$ cat config.mk
export PLATFORM = sky130hd
export DESIGN_NAME = luma_row_seam_detector_unit
export DESIGN_NICKNAME = d
export VERILOG_FILES = /design/src/rtl/core/lrsd_pkg.sv /design/src/rtl/core/luma_row_seam_detector_unit.sv
export SDC_FILE = /design/constraint.sdc
export NUM_CORES = 1
export LEC_CHECK = 0
export ABC_AREA = 1
export BUFFER_PORTS_ARGS = -buffer_cell sky130_fd_sc_hd__buf_2
export CORE_AREA = 2 2 216 218
export DETAILED_ROUTE_END_ITERATION = 8
export DIE_AREA = 0 0 218 220
export HOLD_SLACK_MARGIN = 0.12
export PLACE_DENSITY_LB_ADDON = 0.25
export SLEW_MARGIN = 20
export SYNTH_ARGS = -nofsm -noshare
export SYNTH_HDL_FRONTEND = slang
export SYNTH_SLANG_ARGS = --single-unit
$ cat constraint.sdc
create_clock -name clk -period 10.1 [get_ports clk]
set_input_delay 1.01 -clock clk [delete_from_list [all_inputs] [get_ports clk]]
set_output_delay 1.01 -clock clk [all_outputs]
set_load 0.005 [all_outputs]
$ cat src/rtl/core/lrsd_pkg.sv
// Package for the luma row seam detector: configuration codes, geometry limits,
// the state encoding of the packet tracker resync sequencer and small helpers.
// Has no dependencies; the RTL refers to it by scoped names, the testbench imports it.
package lrsd_pkg;

    // Geometry limits and register reset values.
    localparam int unsigned MaxWidth      = 1024;
    localparam int unsigned MaxHeight     = 1024;
    localparam int unsigned MinWidth      = 2;
    localparam int unsigned MinHeight     = 1;
    localparam int unsigned MinPayload    = 8;
    localparam int unsigned MaxPayload    = 4096;
    localparam int unsigned ResetWidth    = 320;
    localparam int unsigned ResetHeight   = 240;
    localparam int unsigned ResetThresh   = 50;
    localparam int unsigned ResetPayload  = 788;

    // Packet boundary window and the range of boundary multiples checked.
    localparam int unsigned BoundarySlack = 3;
    localparam int unsigned PacketLimit   = 200;
    localparam int unsigned PacketMax     = PacketLimit - 1;

    // Field widths.
    localparam int unsigned LumaWidth     = 8;
    localparam int unsigned CoordWidth    = 10;
    localparam int unsigned GeomWidth     = 11;
    localparam int unsigned PayloadWidth  = 13;
    localparam int unsigned RemWidth      = 12;
    localparam int unsigned QuotWidth     = 18;
    localparam int unsigned BytePosWidth  = 21;
    localparam int unsigned PacketWidth   = 8;
    localparam int unsigned CountWidth    = 11;
    localparam int unsigned CfgIndexWidth = 2;
    localparam int unsigned CfgDataWidth  = 13;

    // The restoring divider retires one quotient bit per cycle.
    localparam int unsigned DivSteps      = BytePosWidth;
    localparam int unsigned DivCountWidth = $clog2(DivSteps);

    typedef enum logic [CfgIndexWidth-1:0] {
        CFG_FRAME_WIDTH    = 2'd0,
        CFG_FRAME_HEIGHT   = 2'd1,
        CFG_JUMP_THRESHOLD = 2'd2,
        CFG_PACKET_PAYLOAD = 2'd3
    } cfg_reg_t;

    typedef enum logic [1:0] {
        RS_IDLE,
        RS_LOAD,
        RS_DIV
    } rs_state_t;

    typedef struct packed {
        logic [RemWidth-1:0] rem;
        logic                qbit;
    } div_step_t;

    function automatic logic [GeomWidth-1:0] clamp_width(input logic [GeomWidth-1:0] v);
        logic [GeomWidth-1:0] r;
        r = v;
        if (v < GeomWidth'(MinWidth)) begin
            r = GeomWidth'(MinWidth);
        end else if (v > GeomWidth'(MaxWidth)) begin
            r = GeomWidth'(MaxWidth);
        end
        return r;
    endfunction

    function automatic logic [GeomWidth-1:0] clamp_height(input logic [GeomWidth-1:0] v);
        logic [GeomWidth-1:0] r;
        r = v;
        if (v < GeomWidth'(MinHeight)) begin
            r = GeomWidth'(MinHeight);
        end else if (v > GeomWidth'(MaxHeight)) begin
            r = GeomWidth'(MaxHeight);
        end
        return r;
    endfunction

    function automatic logic [PayloadWidth-1:0] clamp_payload(
        input logic [PayloadWidth-1:0] v
    );
        logic [PayloadWidth-1:0] r;
        r = v;
        if (v < PayloadWidth'(MinPayload)) begin
            r = PayloadWidth'(MinPayload);
        end else if (v > PayloadWidth'(MaxPayload)) begin
            r = PayloadWidth'(MaxPayload);
        end
        return r;
    endfunction

    // One step of a restoring division: shift in the next dividend bit and
    // subtract the divisor when it fits. The remainder stays below the divisor.
    function automatic div_step_t div_step(
        input logic [RemWidth-1:0]     rem,
        input logic                    dbit,
        input logic [PayloadWidth-1:0] divisor
    );
        div_step_t            s;
        logic [RemWidth:0]    t;
        t = {rem, dbit};
        if (t >= divisor) begin
            s.rem  = RemWidth'(t - divisor);
            s.qbit = 1'b1;
        end else begin
            s.rem  = t[RemWidth-1:0];
            s.qbit = 1'b0;
        end
        return s;
    endfunction

endpackage

$ cat src/rtl/core/luma_row_seam_detector_unit.sv
// Luma row seam detector, top level: input register, single-pass row logic,
// result register and the packet tracker resync divider.
// Depends on lrsd_pkg.
//
// Usage. Pixels arrive in raster order on the input channel (luma, frame_start),
// one transfer per pixel; frame_start marks the first pixel of a frame. After the
// last pixel of each row one result transfer leaves on the output channel with
// the row, the first column of its largest even-column luma jump, the byte
// position of that pixel, the jump, the seam flag, the packet boundary match and
// the running seam count. Both channels transfer when valid is high and stall
// is low. Registers are written through the cfg port, one per transfer; the user
// must write them only while the block is idle; the block does not enforce it.
// cfg_ready is always high. An input transfer fills the input register and its
// row result goes to the result register. Unless stalled or resyncing, the block
// takes one pixel per cycle: the input register is refilled in the same cycle it
// drains. The packet number of each pixel is tracked as a running quotient and
// remainder, advanced by two bytes per pixel. A write to the width or payload
// register, and a row that ends past a shrunken width, restart that tracker with
// a 21-step restoring divider: input processing pauses while one more pixel can
// still be buffered in the input register. When the receiver stalls, the result
// register holds its item and the input side stalls as soon as a further row end
// would need that register. Reset clears the counters and loads the register
// defaults (320 x 240, threshold 50, payload 788).

module luma_row_seam_detector_unit (
    input  logic                                 clk,
    input  logic                                 rst_n,

    input  logic                                 in_valid,
    output logic                                 in_stall,
    input  logic [lrsd_pkg::LumaWidth-1:0]       luma,
    input  logic                                 frame_start,

    output logic                                 out_valid,
    input  logic                                 out_stall,
    output logic [lrsd_pkg::CoordWidth-1:0]      row_index,
    output logic [lrsd_pkg::CoordWidth-1:0]      seam_col,
    output logic [lrsd_pkg::BytePosWidth-1:0]    byte_position,
    output logic [lrsd_pkg::LumaWidth-1:0]       max_jump,
    output logic                                 is_seam,
    output logic                                 on_packet_boundary,
    output logic [lrsd_pkg::PacketWidth-1:0]     packet_number,
    output logic [lrsd_pkg::CountWidth-1:0]      seam_count,
    output logic                                 frame_last,

    input  logic                                 cfg_valid,
    output logic                                 cfg_ready,
    input  logic [lrsd_pkg::CfgIndexWidth-1:0]   cfg_index,
    input  logic [lrsd_pkg::CfgDataWidth-1:0]    cfg_data
);

    localparam int unsigned LW  = lrsd_pkg::LumaWidth;
    localparam int unsigned CW  = lrsd_pkg::CoordWidth;
    localparam int unsigned GW  = lrsd_pkg::GeomWidth;
    localparam int unsigned PW  = lrsd_pkg::PayloadWidth;
    localparam int unsigned RW  = lrsd_pkg::RemWidth;
    localparam int unsigned QW  = lrsd_pkg::QuotWidth;
    localparam int unsigned BW  = lrsd_pkg::BytePosWidth;
    localparam int unsigned KW  = lrsd_pkg::PacketWidth;
    localparam int unsigned SW  = lrsd_pkg::CountWidth;
    localparam int unsigned DCW = lrsd_pkg::DivCountWidth;

    // Configuration registers.
    logic [GW-1:0] frame_width_reg;
    logic [GW-1:0] frame_height_reg;
    logic [LW-1:0] jump_threshold_reg;
    logic [PW-1:0] packet_payload_reg;

    // Input register.
    logic          in_valid_reg, in_valid_next;
    logic [LW-1:0] in_luma_reg;
    logic          in_start_reg;

    // Row state.
    logic [LW-1:0] prev_luma_reg, prev_luma_next;
    logic [CW-1:0] row_reg, row_next;
    logic [CW-1:0] col_reg, col_next;
    logic [LW-1:0] best_jump_reg, best_jump_next;
    logic [CW-1:0] best_col_reg, best_col_next;
    logic [SW-1:0] seam_total_reg, seam_total_next;

    // Packet tracker: quotient and remainder of the byte position by the
    // payload, for the next pixel and for the best pixel of the row.
    logic [QW-1:0] pix_q_reg, pix_q_next;
    logic [RW-1:0] pix_r_reg, pix_r_next;
    logic [QW-1:0] best_q_reg, best_q_next;
    logic [RW-1:0] best_r_reg, best_r_next;

    // Resync divider.
    lrsd_pkg::rs_state_t rs_state_reg, rs_state_next;
    logic [DCW-1:0]      div_count_reg, div_count_next;
    logic [BW-1:0]       pix_dvd_reg, pix_dvd_next;
    logic [BW-1:0]       best_dvd_reg, best_dvd_next;
    logic [RW-1:0]       pix_rem_reg, pix_rem_next;
    logic [RW-1:0]       best_rem_reg, best_rem_next;

    // Result register.
    logic          out_valid_reg, out_valid_next;
    logic [CW-1:0] row_index_reg;
    logic [CW-1:0] seam_col_reg;
    logic [BW-1:0] byte_position_reg;
    logic [LW-1:0] max_jump_reg;
    logic          is_seam_reg;
    logic          on_boundary_reg;
    logic [KW-1:0] packet_number_reg;
    logic [SW-1:0] seam_count_reg;
    logic          frame_last_reg;

    // Combinational row logic.
    logic [GW-1:0] w;
    logic [GW-1:0] h;
    logic [PW-1:0] pay;
    logic [CW-1:0] cur_row;
    logic [CW-1:0] cur_col;
    logic [LW-1:0] cur_best_jump;
    logic [CW-1:0] cur_best_col;
    logic [SW-1:0] cur_seam_total;
    logic [QW-1:0] cur_pq;
    logic [RW-1:0] cur_pr;
    logic [QW-1:0] cur_bq;
    logic [RW-1:0] cur_br;
    logic [LW-1:0] diff;
    logic          take;
    logic [LW-1:0] upd_jump;
    logic [CW-1:0] upd_col;
    logic [QW-1:0] upd_bq;
    logic [RW-1:0] upd_br;
    logic [PW-1:0] r_plus;
    logic          wrap;
    logic [QW-1:0] step_q;
    logic [RW-1:0] step_r;
    logic [GW-1:0] col_ext;
    logic          row_end;
    logic          row_regular;
    logic          last;
    logic          seam;
    logic [BW-1:0] prod;
    logic [BW-1:0] pos_sum;
    logic [BW-1:0] bp;
    logic [PW-1:0] gap;
    logic          match_low;
    logic          match_high;
    logic [KW-1:0] pkt;
    logic [SW-1:0] seam_total_upd;
    logic          out_room;
    logic          proceed;
    logic          accept;
    logic          cfg_write;
    logic          resync;

    // Resync datapath.
    logic [BW-1:0]       load_prod;
    logic [BW-1:0]       load_pix_sum;
    logic [BW-1:0]       load_best_sum;
    lrsd_pkg::div_step_t pix_st;
    lrsd_pkg::div_step_t best_st;
    logic [BW-1:0]       pix_dvd_shift;
    logic [BW-1:0]       best_dvd_shift;
    logic                div_done;

    assign cfg_ready = 1'b1;
    assign cfg_write = cfg_valid & cfg_ready;

    // Configuration registers.
    always_ff @(posedge clk or negedge rst_n)
    begin
        if (!rst_n)
        begin
            frame_width_reg    <= GW'(lrsd_pkg::ResetWidth);
            frame_height_reg   <= GW'(lrsd_pkg::ResetHeight);
            jump_threshold_reg <= LW'(lrsd_pkg::ResetThresh);
            packet_payload_reg <= PW'(lrsd_pkg::ResetPayload);
        end
        else if (cfg_write)
        begin
            case (lrsd_pkg::cfg_reg_t'(cfg_index))
                lrsd_pkg::CFG_FRAME_WIDTH:    frame_width_reg    <= cfg_data[GW-1:0];
                lrsd_pkg::CFG_FRAME_HEIGHT:   frame_height_reg   <= cfg_data[GW-1:0];
                lrsd_pkg::CFG_JUMP_THRESHOLD: jump_threshold_reg <= cfg_data[LW-1:0];
                lrsd_pkg::CFG_PACKET_PAYLOAD: packet_payload_reg <= cfg_data[PW-1:0];
                default:                      frame_width_reg    <= frame_width_reg;
            endcase
        end
    end

    // Row logic: everything one pixel needs, between the input register and
    // the result register.
    always_comb
    begin
        w   = lrsd_pkg::clamp_width(frame_width_reg);
        h   = lrsd_pkg::clamp_height(frame_height_reg);
        pay = lrsd_pkg::clamp_payload(packet_payload_reg);

        // A frame start clears the counters before the pixel is used.
        cur_row        = in_start_reg ? '0 : row_reg;
        cur_col        = in_start_reg ? '0 : col_reg;
        cur_best_jump  = in_start_reg ? '0 : best_jump_reg;
        cur_best_col   = in_start_reg ? '0 : best_col_reg;
        cur_seam_total = in_start_reg ? '0 : seam_total_reg;
        cur_pq         = in_start_reg ? '0 : pix_q_reg;
        cur_pr         = in_start_reg ? '0 : pix_r_reg;
        cur_bq         = in_start_reg ? '0 : best_q_reg;
        cur_br         = in_start_reg ? '0 : best_r_reg;

        diff = (in_luma_reg >= prev_luma_reg) ? in_luma_reg - prev_luma_reg
                                              : prev_luma_reg - in_luma_reg;
        take = (cur_col >= CW'(2)) && !cur_col[0] && (diff > cur_best_jump);

        upd_jump = take ? diff    : cur_best_jump;
        upd_col  = take ? cur_col : cur_best_col;
        upd_bq   = take ? cur_pq  : cur_bq;
        upd_br   = take ? cur_pr  : cur_br;

        // Advance the tracker by the two bytes of one pixel. The payload is at
        // least eight bytes, so one conditional subtract keeps it reduced.
        r_plus = PW'(cur_pr) + PW'(2);
        wrap   = r_plus >= pay;
        step_r = wrap ? RW'(r_plus - pay) : r_plus[RW-1:0];
        step_q = cur_pq + QW'(wrap);

        col_ext     = {1'b0, cur_col};
        row_end     = (col_ext + GW'(1)) >= w;
        row_regular = (col_ext + GW'(1)) == w;
        last        = ({1'b0, cur_row} + GW'(1)) >= h;
        seam        = upd_jump > jump_threshold_reg;

        prod    = BW'(cur_row) * BW'(w);
        pos_sum = prod + BW'(upd_col);
        bp      = {pos_sum[BW-2:0], 1'b0};

        // Boundary match from the best pixel's quotient and remainder: just
        // past multiple q, or just short of multiple q + 1.
        gap        = pay - PW'(upd_br);
        match_low  = (upd_br <= RW'(lrsd_pkg::BoundarySlack)) && (upd_bq != '0)
                     && (upd_bq <= QW'(lrsd_pkg::PacketMax));
        match_high = (gap <= PW'(lrsd_pkg::BoundarySlack))
                     && (upd_bq < QW'(lrsd_pkg::PacketMax));
        if (!seam)
        begin
            pkt = '0;
        end
        else if (match_low)
        begin
            pkt = upd_bq[KW-1:0];
        end
        else if (match_high)
        begin
            pkt = upd_bq[KW-1:0] + KW'(1);
        end
        else
        begin
            pkt = '0;
        end

        seam_total_upd = (seam && (cur_seam_total != '1)) ? cur_seam_total + SW'(1)
                                                          : cur_seam_total;

        out_room = !out_valid_reg || !out_stall;
        proceed  = in_valid_reg && (rs_state_reg == lrsd_pkg::RS_IDLE)
                   && (!row_end || out_room);
        in_stall = in_valid_reg && !proceed;
        accept   = in_valid && !in_stall;

        in_valid_next = accept ? 1'b1 : (proceed ? 1'b0 : in_valid_reg);

        prev_luma_next  = prev_luma_reg;
        row_next        = row_reg;
        col_next        = col_reg;
        best_jump_next  = best_jump_reg;
        best_col_next   = best_col_reg;
        seam_total_next = seam_total_reg;
        pix_q_next      = pix_q_reg;
        pix_r_next      = pix_r_reg;
        best_q_next     = best_q_reg;
        best_r_next     = best_r_reg;

        if (proceed)
        begin
            prev_luma_next = in_luma_reg;
            if (!row_end)
            begin
                col_next        = cur_col + CW'(1);
                row_next        = cur_row;
                best_jump_next  = upd_jump;
                best_col_next   = upd_col;
                seam_total_next = cur_seam_total;
                pix_q_next      = step_q;
                pix_r_next      = step_r;
                best_q_next     = upd_bq;
                best_r_next     = upd_br;
            end
            else
            begin
                col_next       = '0;
                best_jump_next = '0;
                best_col_next  = '0;
                if (last)
                begin
                    row_next        = '0;
                    seam_total_next = '0;
                    pix_q_next      = '0;
                    pix_r_next      = '0;
                    best_q_next     = '0;
                    best_r_next     = '0;
                end
                else
                begin
                    // The next row starts right after this pixel unless the
                    // row ran past a shrunken width; then the divider resyncs.
                    row_next        = cur_row + CW'(1);
                    seam_total_next = seam_total_upd;
                    pix_q_next      = step_q;
                    pix_r_next      = step_r;
                    best_q_next     = step_q;
                    best_r_next     = step_r;
                end
            end
        end

        out_valid_next = (proceed && row_end) ? 1'b1
                         : (out_stall ? out_valid_reg : 1'b0);

        resync = (cfg_write && (cfg_index inside {lrsd_pkg::CFG_FRAME_WIDTH,
                                                  lrsd_pkg::CFG_PACKET_PAYLOAD}))
                 || (proceed && row_end && !last && !row_regular);

        // Resync divider: load both dividends, then one quotient bit a cycle.
        load_prod     = BW'(row_reg) * BW'(w);
        load_pix_sum  = load_prod + BW'(col_reg);
        load_best_sum = load_prod + BW'(best_col_reg);

        pix_st         = lrsd_pkg::div_step(pix_rem_reg, pix_dvd_reg[BW-1], pay);
        best_st        = lrsd_pkg::div_step(best_rem_reg, best_dvd_reg[BW-1], pay);
        pix_dvd_shift  = {pix_dvd_reg[BW-2:0], pix_st.qbit};
        best_dvd_shift = {best_dvd_reg[BW-2:0], best_st.qbit};
        div_done       = div_count_reg == DCW'(lrsd_pkg::DivSteps - 1);

        rs_state_next  = rs_state_reg;
        div_count_next = div_count_reg;
        pix_dvd_next   = pix_dvd_reg;
        best_dvd_next  = best_dvd_reg;
        pix_rem_next   = pix_rem_reg;
        best_rem_next  = best_rem_reg;

        case (rs_state_reg)
            lrsd_pkg::RS_IDLE:
            begin
                rs_state_next = lrsd_pkg::RS_IDLE;
            end
            lrsd_pkg::RS_LOAD:
            begin
                pix_dvd_next   = {load_pix_sum[BW-2:0], 1'b0};
                best_dvd_next  = {load_best_sum[BW-2:0], 1'b0};
                pix_rem_next   = '0;
                best_rem_next  = '0;
                div_count_next = '0;
                rs_state_next  = lrsd_pkg::RS_DIV;
            end
            lrsd_pkg::RS_DIV:
            begin
                pix_dvd_next   = pix_dvd_shift;
                best_dvd_next  = best_dvd_shift;
                pix_rem_next   = pix_st.rem;
                best_rem_next  = best_st.rem;
                div_count_next = div_count_reg + DCW'(1);
                if (div_done)
                begin
                    pix_q_next    = pix_dvd_shift[QW-1:0];
                    pix_r_next    = pix_st.rem;
                    best_q_next   = best_dvd_shift[QW-1:0];
                    best_r_next   = best_st.rem;
                    rs_state_next = lrsd_pkg::RS_IDLE;
                end
            end
            default:
            begin
                rs_state_next = lrsd_pkg::RS_IDLE;
            end
        endcase

        if (resync)
        begin
            rs_state_next = lrsd_pkg::RS_LOAD;
        end
    end

    // Control and row state.
    always_ff @(posedge clk or negedge rst_n)
    begin
        if (!rst_n)
        begin
            in_valid_reg   <= 1'b0;
            out_valid_reg  <= 1'b0;
            prev_luma_reg  <= '0;
            row_reg        <= '0;
            col_reg        <= '0;
            best_jump_reg  <= '0;
            best_col_reg   <= '0;
            seam_total_reg <= '0;
            pix_q_reg      <= '0;
            pix_r_reg      <= '0;
            best_q_reg     <= '0;
            best_r_reg     <= '0;
            rs_state_reg   <= lrsd_pkg::RS_IDLE;
            div_count_reg  <= '0;
        end
        else
        begin
            in_valid_reg   <= in_valid_next;
            out_valid_reg  <= out_valid_next;
            prev_luma_reg  <= prev_luma_next;
            row_reg        <= row_next;
            col_reg        <= col_next;
            best_jump_reg  <= best_jump_next;
            best_col_reg   <= best_col_next;
            seam_total_reg <= seam_total_next;
            pix_q_reg      <= pix_q_next;
            pix_r_reg      <= pix_r_next;
            best_q_reg     <= best_q_next;
            best_r_reg     <= best_r_next;
            rs_state_reg   <= rs_state_next;
            div_count_reg  <= div_count_next;
        end
    end

    // Payload registers: input item, divider datapath and result.
    always_ff @(posedge clk)
    begin
        if (accept)
        begin
            in_luma_reg  <= luma;
            in_start_reg <= frame_start;
        end
        pix_dvd_reg  <= pix_dvd_next;
        best_dvd_reg <= best_dvd_next;
        pix_rem_reg  <= pix_rem_next;
        best_rem_reg <= best_rem_next;
        if (proceed && row_end)
        begin
            row_index_reg     <= cur_row;
            seam_col_reg      <= upd_col;
            byte_position_reg <= bp;
            max_jump_reg      <= upd_jump;
            is_seam_reg       <= seam;
            on_boundary_reg   <= pkt != '0;
            packet_number_reg <= pkt;
            seam_count_reg    <= seam_total_upd;
            frame_last_reg    <= last;
        end
    end

    assign out_valid          = out_valid_reg;
    assign row_index          = row_index_reg;
    assign seam_col           = seam_col_reg;
    assign byte_position      = byte_position_reg;
    assign max_jump           = max_jump_reg;
    assign is_seam            = is_seam_reg;
    assign on_packet_boundary = on_boundary_reg;
    assign packet_number      = packet_number_reg;
    assign seam_count         = seam_count_reg;
    assign frame_last         = frame_last_reg;

    // The tracker remainder is reduced by the current payload whenever the
    // divider is not rebuilding it.
    a_tracker_reduced: assert property (@(posedge clk) disable iff (!rst_n)
        (rs_state_reg == lrsd_pkg::RS_IDLE) |-> ({1'b0, pix_r_reg} < pay))
        else $error("packet tracker remainder not reduced by payload");

    // A pixel is never consumed while the tracker is being rebuilt.
    a_no_process_in_resync: assert property (@(posedge clk) disable iff (!rst_n)
        (rs_state_reg == lrsd_pkg::RS_DIV) |-> !proceed)
        else $error("pixel processed during tracker resync");

    // A boundary match always names a packet, and only seam rows match.
    a_boundary_consistent: assert property (@(posedge clk) disable iff (!rst_n)
        out_valid |-> ((on_packet_boundary == (packet_number != '0))
                       && (is_seam || !on_packet_boundary)))
        else $error("inconsistent packet boundary result");

    // A seam row is counted in its own result.
    a_seam_counted: assert property (@(posedge clk) disable iff (!rst_n)
        (out_valid && is_seam) |-> (seam_count != '0))
        else $error("seam row not counted");

endmodule

=== Yosys cells after proc, flatten, opt, wreduce, memory -nomap -nowiden ===
Index checks and enable logic that the tools add are counted.

* Multiply operators: 2
* Shifts and indexed selects: 0
* Equality and inequality tests: 10
* Div/mod/pow operators: 0
* Mux-type cells: 64
* Reduce and logical (&&, ||, !) cells: 36
* Bitwise logic cells: 0
* Magnitude comparators: 19
* Add/sub/neg operators: 18

{| class="wikitable"
|+ Operators by type and width
! cell !! number
|-
| $mux W18 || 12
|-
| $mux W12 || 13
|-
| $mux W11 || 8
|-
| $pmux W21 S2 || 2
|-
| $mux W10 || 8
|-
| $add A20 B10 Y20 || 3
|-
| $mux W8 || 7
|-
| $mux W13 || 4
|-
| $pmux W12 S2 || 2
|-
| $mul A10 B11 Y20 || 2
|-
| $ge A13 B13 Y1 || 3
|-
| $sub A12 B12 Y12 || 3
|-
| $add A10 B1 Y11 const B || 2
|-
| $ge A11 B11 Y1 || 2
|-
| $gt A11 B11 Y1 const B || 2
|-
| $add A10 B1 Y10 const B || 2
|-
| $add A18 B1 Y18 || 1
|-
| $le A18 B8 Y1 const B || 1
|-
| $lt A18 B8 Y1 const B || 1
|-
| $reduce_bool A18 Y1 || 1
|-
| $gt A8 B8 Y1 || 2
|-
| $sub A8 B8 Y8 || 2
|-
| $logic_and A1 B1 Y1 || 14
|-
| $add A12 B2 Y13 const B || 1
|-
| other kinds (29) || 51
|}

* Bits in registers: 314
* Word-level logic and storage cells: 182
* Memories kept: 0
* Memory bits (writable): 0
* Input bits: 29
* ROM bits: 0
* Output and inout port bits: 74
* Bits in latches: 0

=== Depth between registers and ports, before layout ===
Gate-level depths: netlist of run 1.

* Word-level depth: 12
* Mapped depth: 49
* Mapped depth without buffers: 47

=== Worst setup path before layout of run 1 ===
No wires, ideal clock.

* Path type: flip-flop to flip-flop
* Start: reg in_luma_reg[0]
* End: reg byte_position_reg[19], in the netlist byte_position[19], data pin
* Arrival time: 7.376 ns
* Path buffers: 3
* Setup time: 0.257 ns
* Setup slack: 2.467 ns
* Period minus slack after synthesis: 7.633 ns
* Stages on the path, launching flop included: 44
* Data required time: 9.843 ns
* Cells stage by stage: edfxtp_1 -> inv_1 -> ha_1 -> inv_1 -> fa_1 -> nand2_1 -> nand2_1 -> nand2_1 -> nand3_1 -> mux2i_1 -> nor3_1 -> a211oi_1 -> xor2_1 -> inv_1 -> ha_1 -> a21oi_1 -> o21a_1 -> nand2_1 -> (+8 left out) -> fa_1 -> inv_1 -> ha_1 -> nand2_1 -> nor2_1 -> a211oi_1 -> o21ai_0 -> a21oi_1 -> o21ai_0 -> a21boi_0 -> o21bai_1 -> a21oi_1 -> o21ai_0 -> nand2_1 -> nand2_1 -> nand2_1 -> nand2_1 -> xor2_1

* Word-level cells in the longest chain between the ends: 6
* Elaborated cells between the ends (all ways): 8
* Classes of those cells: add/sub: 3; order compare: 2; mux: 2; reduce/logical: 1

{| class="wikitable"
|+ Ends and longest elaborated chain
! what !! line !! text
|-
| from (decl) || luma_row_seam_detector_unit.sv:71 || <nowiki>logic [LW-1:0] in_luma_reg;</nowiki>
|-
| from (signal assigned) || luma_row_seam_detector_unit.sv:431 || <nowiki>in_luma_reg <= luma;</nowiki>
|-
| $sub A8 B8 Y8, or another cell as far along || luma_row_seam_detector_unit.sv:206 || <nowiki>: prev_luma_reg - in_luma_reg;</nowiki>
|-
| $mux W8 * || luma_row_seam_detector_unit.sv:205 || <nowiki>diff = (in_luma_reg >= prev_luma_reg) ? in_luma_reg - prev_luma_reg</nowiki>
|-
| $gt A8 B8 Y1 * || luma_row_seam_detector_unit.sv:207 || <nowiki>take = (cur_col >= CW'(2)) && !cur_col[0] && (diff > cur_best_jump);</nowiki>
|-
| $logic_and A1 B1 Y1 * || luma_row_seam_detector_unit.sv:207 ||
|-
| $mux W10 * || luma_row_seam_detector_unit.sv:210 || <nowiki>upd_col = take ? cur_col : cur_best_col;</nowiki>
|-
| named net upd_col[5] || luma_row_seam_detector_unit.sv:125 || <nowiki>logic [CW-1:0] upd_col;</nowiki>
|-
| $add A20 B10 Y20 * || luma_row_seam_detector_unit.sv:228 || <nowiki>pos_sum = prod + BW'(upd_col);</nowiki>
|-
| named net pos_sum[18] || luma_row_seam_detector_unit.sv:138 || <nowiki>logic [BW-1:0] pos_sum;</nowiki>
|-
| to (signal assigned) || luma_row_seam_detector_unit.sv:442 || <nowiki>byte_position_reg <= bp;</nowiki>
|-
| to (decl) || luma_row_seam_detector_unit.sv:101 || <nowiki>logic [BW-1:0] byte_position_reg;</nowiki>
|}

The timed path passes the listed nets; every way through them passes the cells marked *.
A chain may end at the register's enable or synchronous reset.

=== Worst setup path in the final report of run 1 ===
Ends and elaborated chain as after synthesis.

==> impl_metrics.json, run 1 <==
{
  "clock_sinks": 314,
  "die_h_microns": 220,
  "power_switching_share": 0.4813,
  "clk_latency_ns": 0.58,
  "crit_type": "flop to flop",
  "critical_path_required_ns": 10.43,
  "synth-edff-count": 145,
  "ys_warn_count": 0,
  "worstSetupStartpointType": "flop",
  "finalPower_mw": 7.031,
  "start_util": 0.5925,
  "postSynth.asyncResetShare": 0.5382,
  "post-route-drc-count": 0,
  "setup-violations-final": 0,
  "holdBufCountCts": 0,
  "die_x_microns": 218,
  "numCtsBuffers": 38,
  "place.gp.congestion": 0.9748,
  "fill_cells": 3992,
  "netlist_instances": 3376,
  "wirelength_microns": 75650,
  "skew_ns": 0.04465,
  "port_buffers": 100,
  "drv_cap": 0,
  "htree_levels": 2,
  "synth-main-ff-cell": "dfrtp_1",
  "crit_path_frequent_cell": "nand2_1",
  "antenna_found_initial": 1,
  "status": "finished clean",
  "viasPerCell": 5.799,
  "drive_gt1_frac": 0.07434,
  "ios": 103,
  "ys_types": 61,
  "post_cts_buffers": 0,
  "layout-area-overhead-vs-synth_pct": 8.026,
  "ys_seq_area_frac": 0.3165,
  "rr_endpoint": "byte_position[19]",
  "synth_area_sq_um": 27170,
  "slowest_delay_ns": 0.56,
  "critPathArrivalTime_ns": 9.22,
  "cts_tree": "done",
  "power_frac_comb": 0.538,
  "dieArea_sq_um": 47960,
  "grtUsageTotal": 0.3193,
  "path_max_fanout": 26,
  "p_clk_frac": 0.189,
  "coreArea_sq_um": 45860,
  "finalCritPeriodShare": 0.8803,
  "drt_first_pass_iters": 6,
  "grt_max_degree": 78,
  "worstMarginPinSlew_ns": 1.159,
  "max-vdd-ir-drop_mv": 0.2729,
  "end_kind": "flop",
  "synth.avg_cell_area_sq_um": 8.049,
  "r2r-start": "in_luma_reg[0]",
  "finalCriticalPeriod_ns": 8.891,
  "cts-root-buf": "clkbuf_16",
  "rows": 79,
  "whs_ns": 0.4278,
  "p_int_mw": 3.646,
  "ant_nets": 0,
  "synth_top_area_share": 0.1602,
  "power_frac_seq": 0.274,
  "dp.final_hpwl_microns": 56100,
  "grt_overflow": 0,
  "fmax_mhz": 112.5,
  "drv_slew": 0,
  "grt_pass1_wl_microns": 120600,
  "p_leak_nw": 14.73,
  "slew_headroom": 0.2224,
  "rr_worst_depth": 44,
  "layout.nets": 3862,
  "fin_setup_tns_ns": 0,
  "synth_top_area_cell": "edfxtp_1",
  "grt_pass1_vias": 23290,
  "switching_power_mw": 3.384,
  "hold_path.class": "input pin to asynchronous set/reset pin",
  "grt_setup_unrepaired": "no",
  "p_per_area_nw_per_um2": 239.5,
  "clockBufferDepth": 3,
  "yosys_register_bits": 314,
  "synth_top_cells_by_area": "edfxtp_1 (16%), dfrtp_1 (14%), ha_1 (12%), fa_1 (11%), nand2_1 (8.8%)",
  "slowest_stage": "fa_1",
  "cts-resized-gates": 0,
  "final-hold-violation-count": 0,
  "drt-initial-drc-count": 2155,
  "clk_transition_reported_paths_ns": 0.06,
  "syn-num-nets": 3810,
  "r2r_slack_ns": 1.21,
  "vias": 23570,
  "post_drt_wl_per_cell_microns": 18.61
}
## critical path, delay by kind of cell (launching register included)
family / cells / cell delay, ns
adders and majority gates: 7 / 2.77
xor gates and xnor gates: 2 / 0.31
DFF: 1 / 0.41
buffers and inverters: 6 / 0.55
AOI/OAI and AO/OA: 11 / 2.15
and+or+nand+nor: 18 / 2.45
## power groups by stage
| stage | Clock [mW] | Sequential (mW) | Combinational [mW] |
|---|---|---|---|
| finish | 1.33 | 1.92 | 3.78 |
| global route | 1.38 | 1.95 | 4.20 |
| CTS | 1.34 | 1.92 | 3.72 |
| detailed placement | 0 | 1.94 | 3.70 |
| global placement | 0 | 1.93 | 3.59 |
| floorplan | 0 | 1.88 | 2.72 |
## layout make-up
class | instances | area, sq um | share of cell area
Multi-Input combinational cell | 2355 | 15890 | 0.5415
Sequential cell | 314 | 8600 | 0.2930
Inverter | 598 | 2245 | 0.07647
Clock buffer | 50 | 1067 | 0.03636
Tap cell | 607 | 759.5 | 0.02587
Timing Repair Buffer | 121 | 664.4 | 0.02263
Clock inverter | 19 | 121.4 | 0.004135
Antenna cell | 1 | 2.502 | 0.00008525
## Yosys cell counts, types with 4 or more instances
library cell / instances
nand2_1: 638
inv_1: 579
nor2_1: 357
ha_1: 250
o21ai_0: 213
a21oi_1: 203
dfrtp_1: 156
fa_1: 155
edfxtp_1: 145
nand3_1: 102
xor2_1: 97
clkbuf_1: 86
xnor2_1: 42
nor3_1: 35
o22ai_1: 31
nand4_1: 25
a211oi_1: 23
o21ai_1: 19
o221ai_1: 18
a221oi_1: 13
dfstp_2: 13
nor2_2: 13
a31oi_1: 12
nor4_1: 12
inv_2: 10
buf_2: 9
clkinv_1: 9
a22oi_1: 8
o21a_1: 8
o21bai_1: 8
o21ai_2: 7
a21o_1: 6
buf_1: 6
nand2_2: 6
o211ai_1: 5
a21boi_0: 4
a22o_1: 4
buf_4: 4
buf_6: 4
nand2_4: 4
nand3_2: 4
## cells in the final DEF (no fill, tap or decap), types with 8 or more instances in the layout
| cell type | Yosys | routed |
|---|---|---|
| a211oi_1 | 23 | 23 |
| a21oi_1 | 203 | 203 |
| a221oi_1 | 13 | 13 |
| a22oi_1 | 8 | 8 |
| a31oi_1 | 12 | 11 |
| buf_2 | 9 | 99 |
| buf_4 | 4 | 21 |
| clkbuf_16 | 0 | 39 |
| clkinv_1 | 9 | 15 |
| clkinv_2 | 0 | 10 |
| dfrtp_1 | 156 | 156 |
| dfstp_2 | 13 | 13 |
| edfxtp_1 | 145 | 145 |
| fa_1 | 155 | 155 |
| ha_1 | 250 | 249 |
| inv_1 | 579 | 575 |
| inv_2 | 10 | 12 |
| nand2_1 | 638 | 638 |
| nand3_1 | 102 | 102 |
| nand4_1 | 25 | 25 |
| nor2_1 | 357 | 355 |
| nor2_2 | 13 | 14 |
| nor3_1 | 35 | 35 |
| nor4_1 | 12 | 12 |
| o21a_1 | 8 | 8 |
| o21ai_0 | 213 | 213 |
| o21ai_1 | 19 | 18 |
| o21ai_2 | 7 | 8 |
| o21bai_1 | 8 | 8 |
| o221ai_1 | 18 | 18 |
| o22ai_1 | 31 | 31 |
| xnor2_1 | 42 | 42 |
| xor2_1 | 97 | 97 |
## worst max path at each step
stage                         startpoint                end  cells past startpoint
final                     in_luma_reg[0]  byte_position[19]                     44
after global routing      in_luma_reg[0]  byte_position[19]                     44
after CTS                 in_luma_reg[0]  byte_position[19]                     43
after detailed placement  in_luma_reg[0]  byte_position[19]                     44
after global placement    in_luma_reg[0]  byte_position[19]                     43
after floorplan           in_luma_reg[0]  byte_position[19]                     43
## routing by layer
layer,global-route usage,routed length [microns],up-vias
met5,0,0,-
met4,0.1465,3476,0
met3,0.04900,5330,234
met2,0.5254,35340,983
met1,0.4170,31510,11320
li1,-,-,11040
## cell families after synthesis
kind of cell,after synthesis,synth area share
AO/OA/AOI/OAI,598,0.1262
XOR/XNOR,139,0.04480
adder cells (fa/ha/maj),405,0.2293
buffers and inverters,707,0.09974
flip-flops,314,0.3165
multiplexers,1,0.0003684
other,2,0.0002764
AND/OR/NAND/NOR,1210,0.1828
## per-stage QoR
stage               area, sq um  cells  setup slack, ns    util
floorplan                 27170   3376            2.467       -
global placement          28160   3995            1.509  0.6140
global route              29350   4064           0.4012  0.6400
detailed placement        28160   3995            1.314  0.6140
CTS                       29350   4064            1.263  0.6399
finish                    29350   4065            1.209  0.6400
Power figures use the tool's default switching activity.
==> run 2: changes to the inputs <==
CORE_AREA = 2 2 226 228   (was 2 2 216 218)
DIE_AREA = 0 0 228 230   (was 0 0 218 220)
==> run 2 against run 1 <==
Critical path depth down 1. Clock power increased by 14%. Final area grew 0.97%. First-iteration DRC count down 3.3%. Clock-buffer cell count up 4. Worst hold slack lost 0.071 ns. Total power up 2.6%. Flip-flop and latch count is the same. Via count fell by 1.5%. Final cell count is 1.7% higher. Sequential power is essentially flat. Critical endpoint unchanged. Largest cell class unchanged.
==> impl_metrics.json, run 2 (same netlist as run 1, synthesis figures left out) <==
{
  "clk_latency_ns": 0.59,
  "final-hold-violation-count": 0,
  "r2r_slack_ns": 1.20,
  "drv_cap": 0,
  "fin_setup_tns_ns": 0,
  "clock_sinks": 314,
  "slowest_delay_ns": 0.49,
  "viasPerCell": 5.619,
  "die_h_microns": 230,
  "most-common-layout-cells": "nand2_1 (638), inv_1 (577), nor2_1 (355), ha_1 (249), o21ai_0 (213)",
  "grt_pass1_wl_microns": 122500,
  "layout-area-overhead-vs-synth_pct": 9.076,
  "post_cts_buffers": 0,
  "holdBufCountCts": 0,
  "post_drt_wl_per_cell_microns": 18.25,
  "grt_setup_unrepaired": "no",
  "post-route-drc-count": 0,
  "numCtsBuffers": 38,
  "p_per_area_nw_per_um2": 243.4,
  "drt-initial-drc-count": 2083,
  "p_int_mw": 3.816,
  "regArea_sq_um": 8600,
  "crit_family": "adder cells",
  "rows": 82,
  "setup-violations-final": 0,
  "end_kind": "flop",
  "finalCritPeriodShare": 0.8814,
  "port_buffers": 100,
  "p_leak_nw": 14.84,
  "hold_path.class": "input pin to asynchronous set/reset pin",
  "grt_max_degree": 77,
  "final_common_cell": "nand2_1",
  "dieArea_sq_um": 52440,
  "start_util": 0.5449,
  "drt_first_pass_iters": 8,
  "wirelength_microns": 75450,
  "critPathBufInv": 8,
  "drv_slew": 0,
  "worstSetupStartpointType": "flop",
  "finalCriticalPeriod_ns": 8.902,
  "clockBufferDepth": 3,
  "place.gp.congestion": 0.9715,
  "cts_tree": "done",
  "critPathArrivalTime_ns": 9.24,
  "worstMarginPinSlew_ns": 1.130,
  "cts-root-buf": "clkbuf_16",
  "cts-resized-gates": 0,
  "grtUsageTotal": 0.2922,
  "vias": 23230,
  "slew_headroom": 0.2456,
  "die_x_microns": 228,
  "htree_levels": 2,
  "slowest_stage": "buf_4",
  "critical_path_required_ns": 10.44,
  "switching_power_mw": 3.397,
  "antenna_found_initial": 1,
  "power_frac_seq": 0.266,
  "crit_path_frequent_cell": "nand2_1",
  "setup_slack_ns": 1.198,
  "p_clk_frac": 0.210,
  "grt_overflow": 0,
  "layout.nets": 3865,
  "ios": 103,
  "power_switching_share": 0.4710,
  "fmax_mhz": 112.3,
  "dp_slack_ns": 1.232,
  "ant_nets": 0,
  "clk_transition_reported_paths_ns": 0.06,
  "status": "finished clean",
  "dp.final_hpwl_microns": 56660,
  "coreArea_sq_um": 49860,
  "skew_ns": 0.04129,
  "max-vdd-ir-drop_mv": 0.1670,
  "power_frac_comb": 0.524,
  "grt_pass1_vias": 23420,
  "crit_type": "flop to flop",
  "fill_cells": 4528,
  "multi_input_area_sq_um": 15890,
  "drive_gt1_frac": 0.07570,
  "path_max_fanout": 43
}
run 2: routing by layer:
metal | vias to the layer above | part of all wire | track usage
met1 | 11170 | 0.42 | 0.3798
met2 | 856 | 0.47 | 0.4923
met4 | 0 | 0.037 | 0.1101
met3 | 179 | 0.070 | 0.04750
li1 | 11030 | - | -
met5 | - | 0 | 0
run 2: layout make-up:
class                           instances  share of cell area
Clock buffer                           54             0.03867
Antenna cell                            1          0.00008443
Timing Repair Buffer                  124             0.02318
Sequential cell                       314              0.2901
Multi-Input combinational cell       2355              0.5361
Clock inverter                         16            0.007683
Tap cell                              672             0.02837
Inverter                              598             0.07573
run 2: per-stage QoR:
stage	power, mW	util	cells	hold slack (ns)	cell area (sq um)
2_1_floorplan	4.601	-	3376	0.4494	27170
3_3_place_gp	5.533	0.5667	4063	0.4683	28260
3_5_place_dp	5.642	0.5668	4063	0.4737	28260
4_1_cts	7.175	0.5943	4133	0.3620	29640
5_1_grt	7.751	0.5943	4133	0.3832	29640
6_report	7.213	0.5944	4134	0.3571	29640
run 2: power groups by stage:
stage          clock, mW  combinational (mW)  sequential, mW
5_1_grt             1.58                4.22            1.95
4_1_cts             1.53                3.73            1.91
2_1_floorplan          0                2.72            1.88
6_report            1.52                3.78            1.92
3_5_place_dp           0                3.71            1.93
3_3_place_gp           0                3.61            1.92
run 2: path summary, 6_finish.rpt:
kind / start / end / depth (start not counted)
min in group clk: jump_threshold_reg[3] / jump_threshold_reg[3] / 2
max: in_luma_reg[0] / byte_position[19] / 43
min reg2reg: jump_threshold_reg[3] / jump_threshold_reg[3] / 2
min: rst_n / row_reg[5] / 1
max in group asynchronous: rst_n / div_count_reg[0] / 3
max reg2reg: in_luma_reg[0] / byte_position[19] / 43
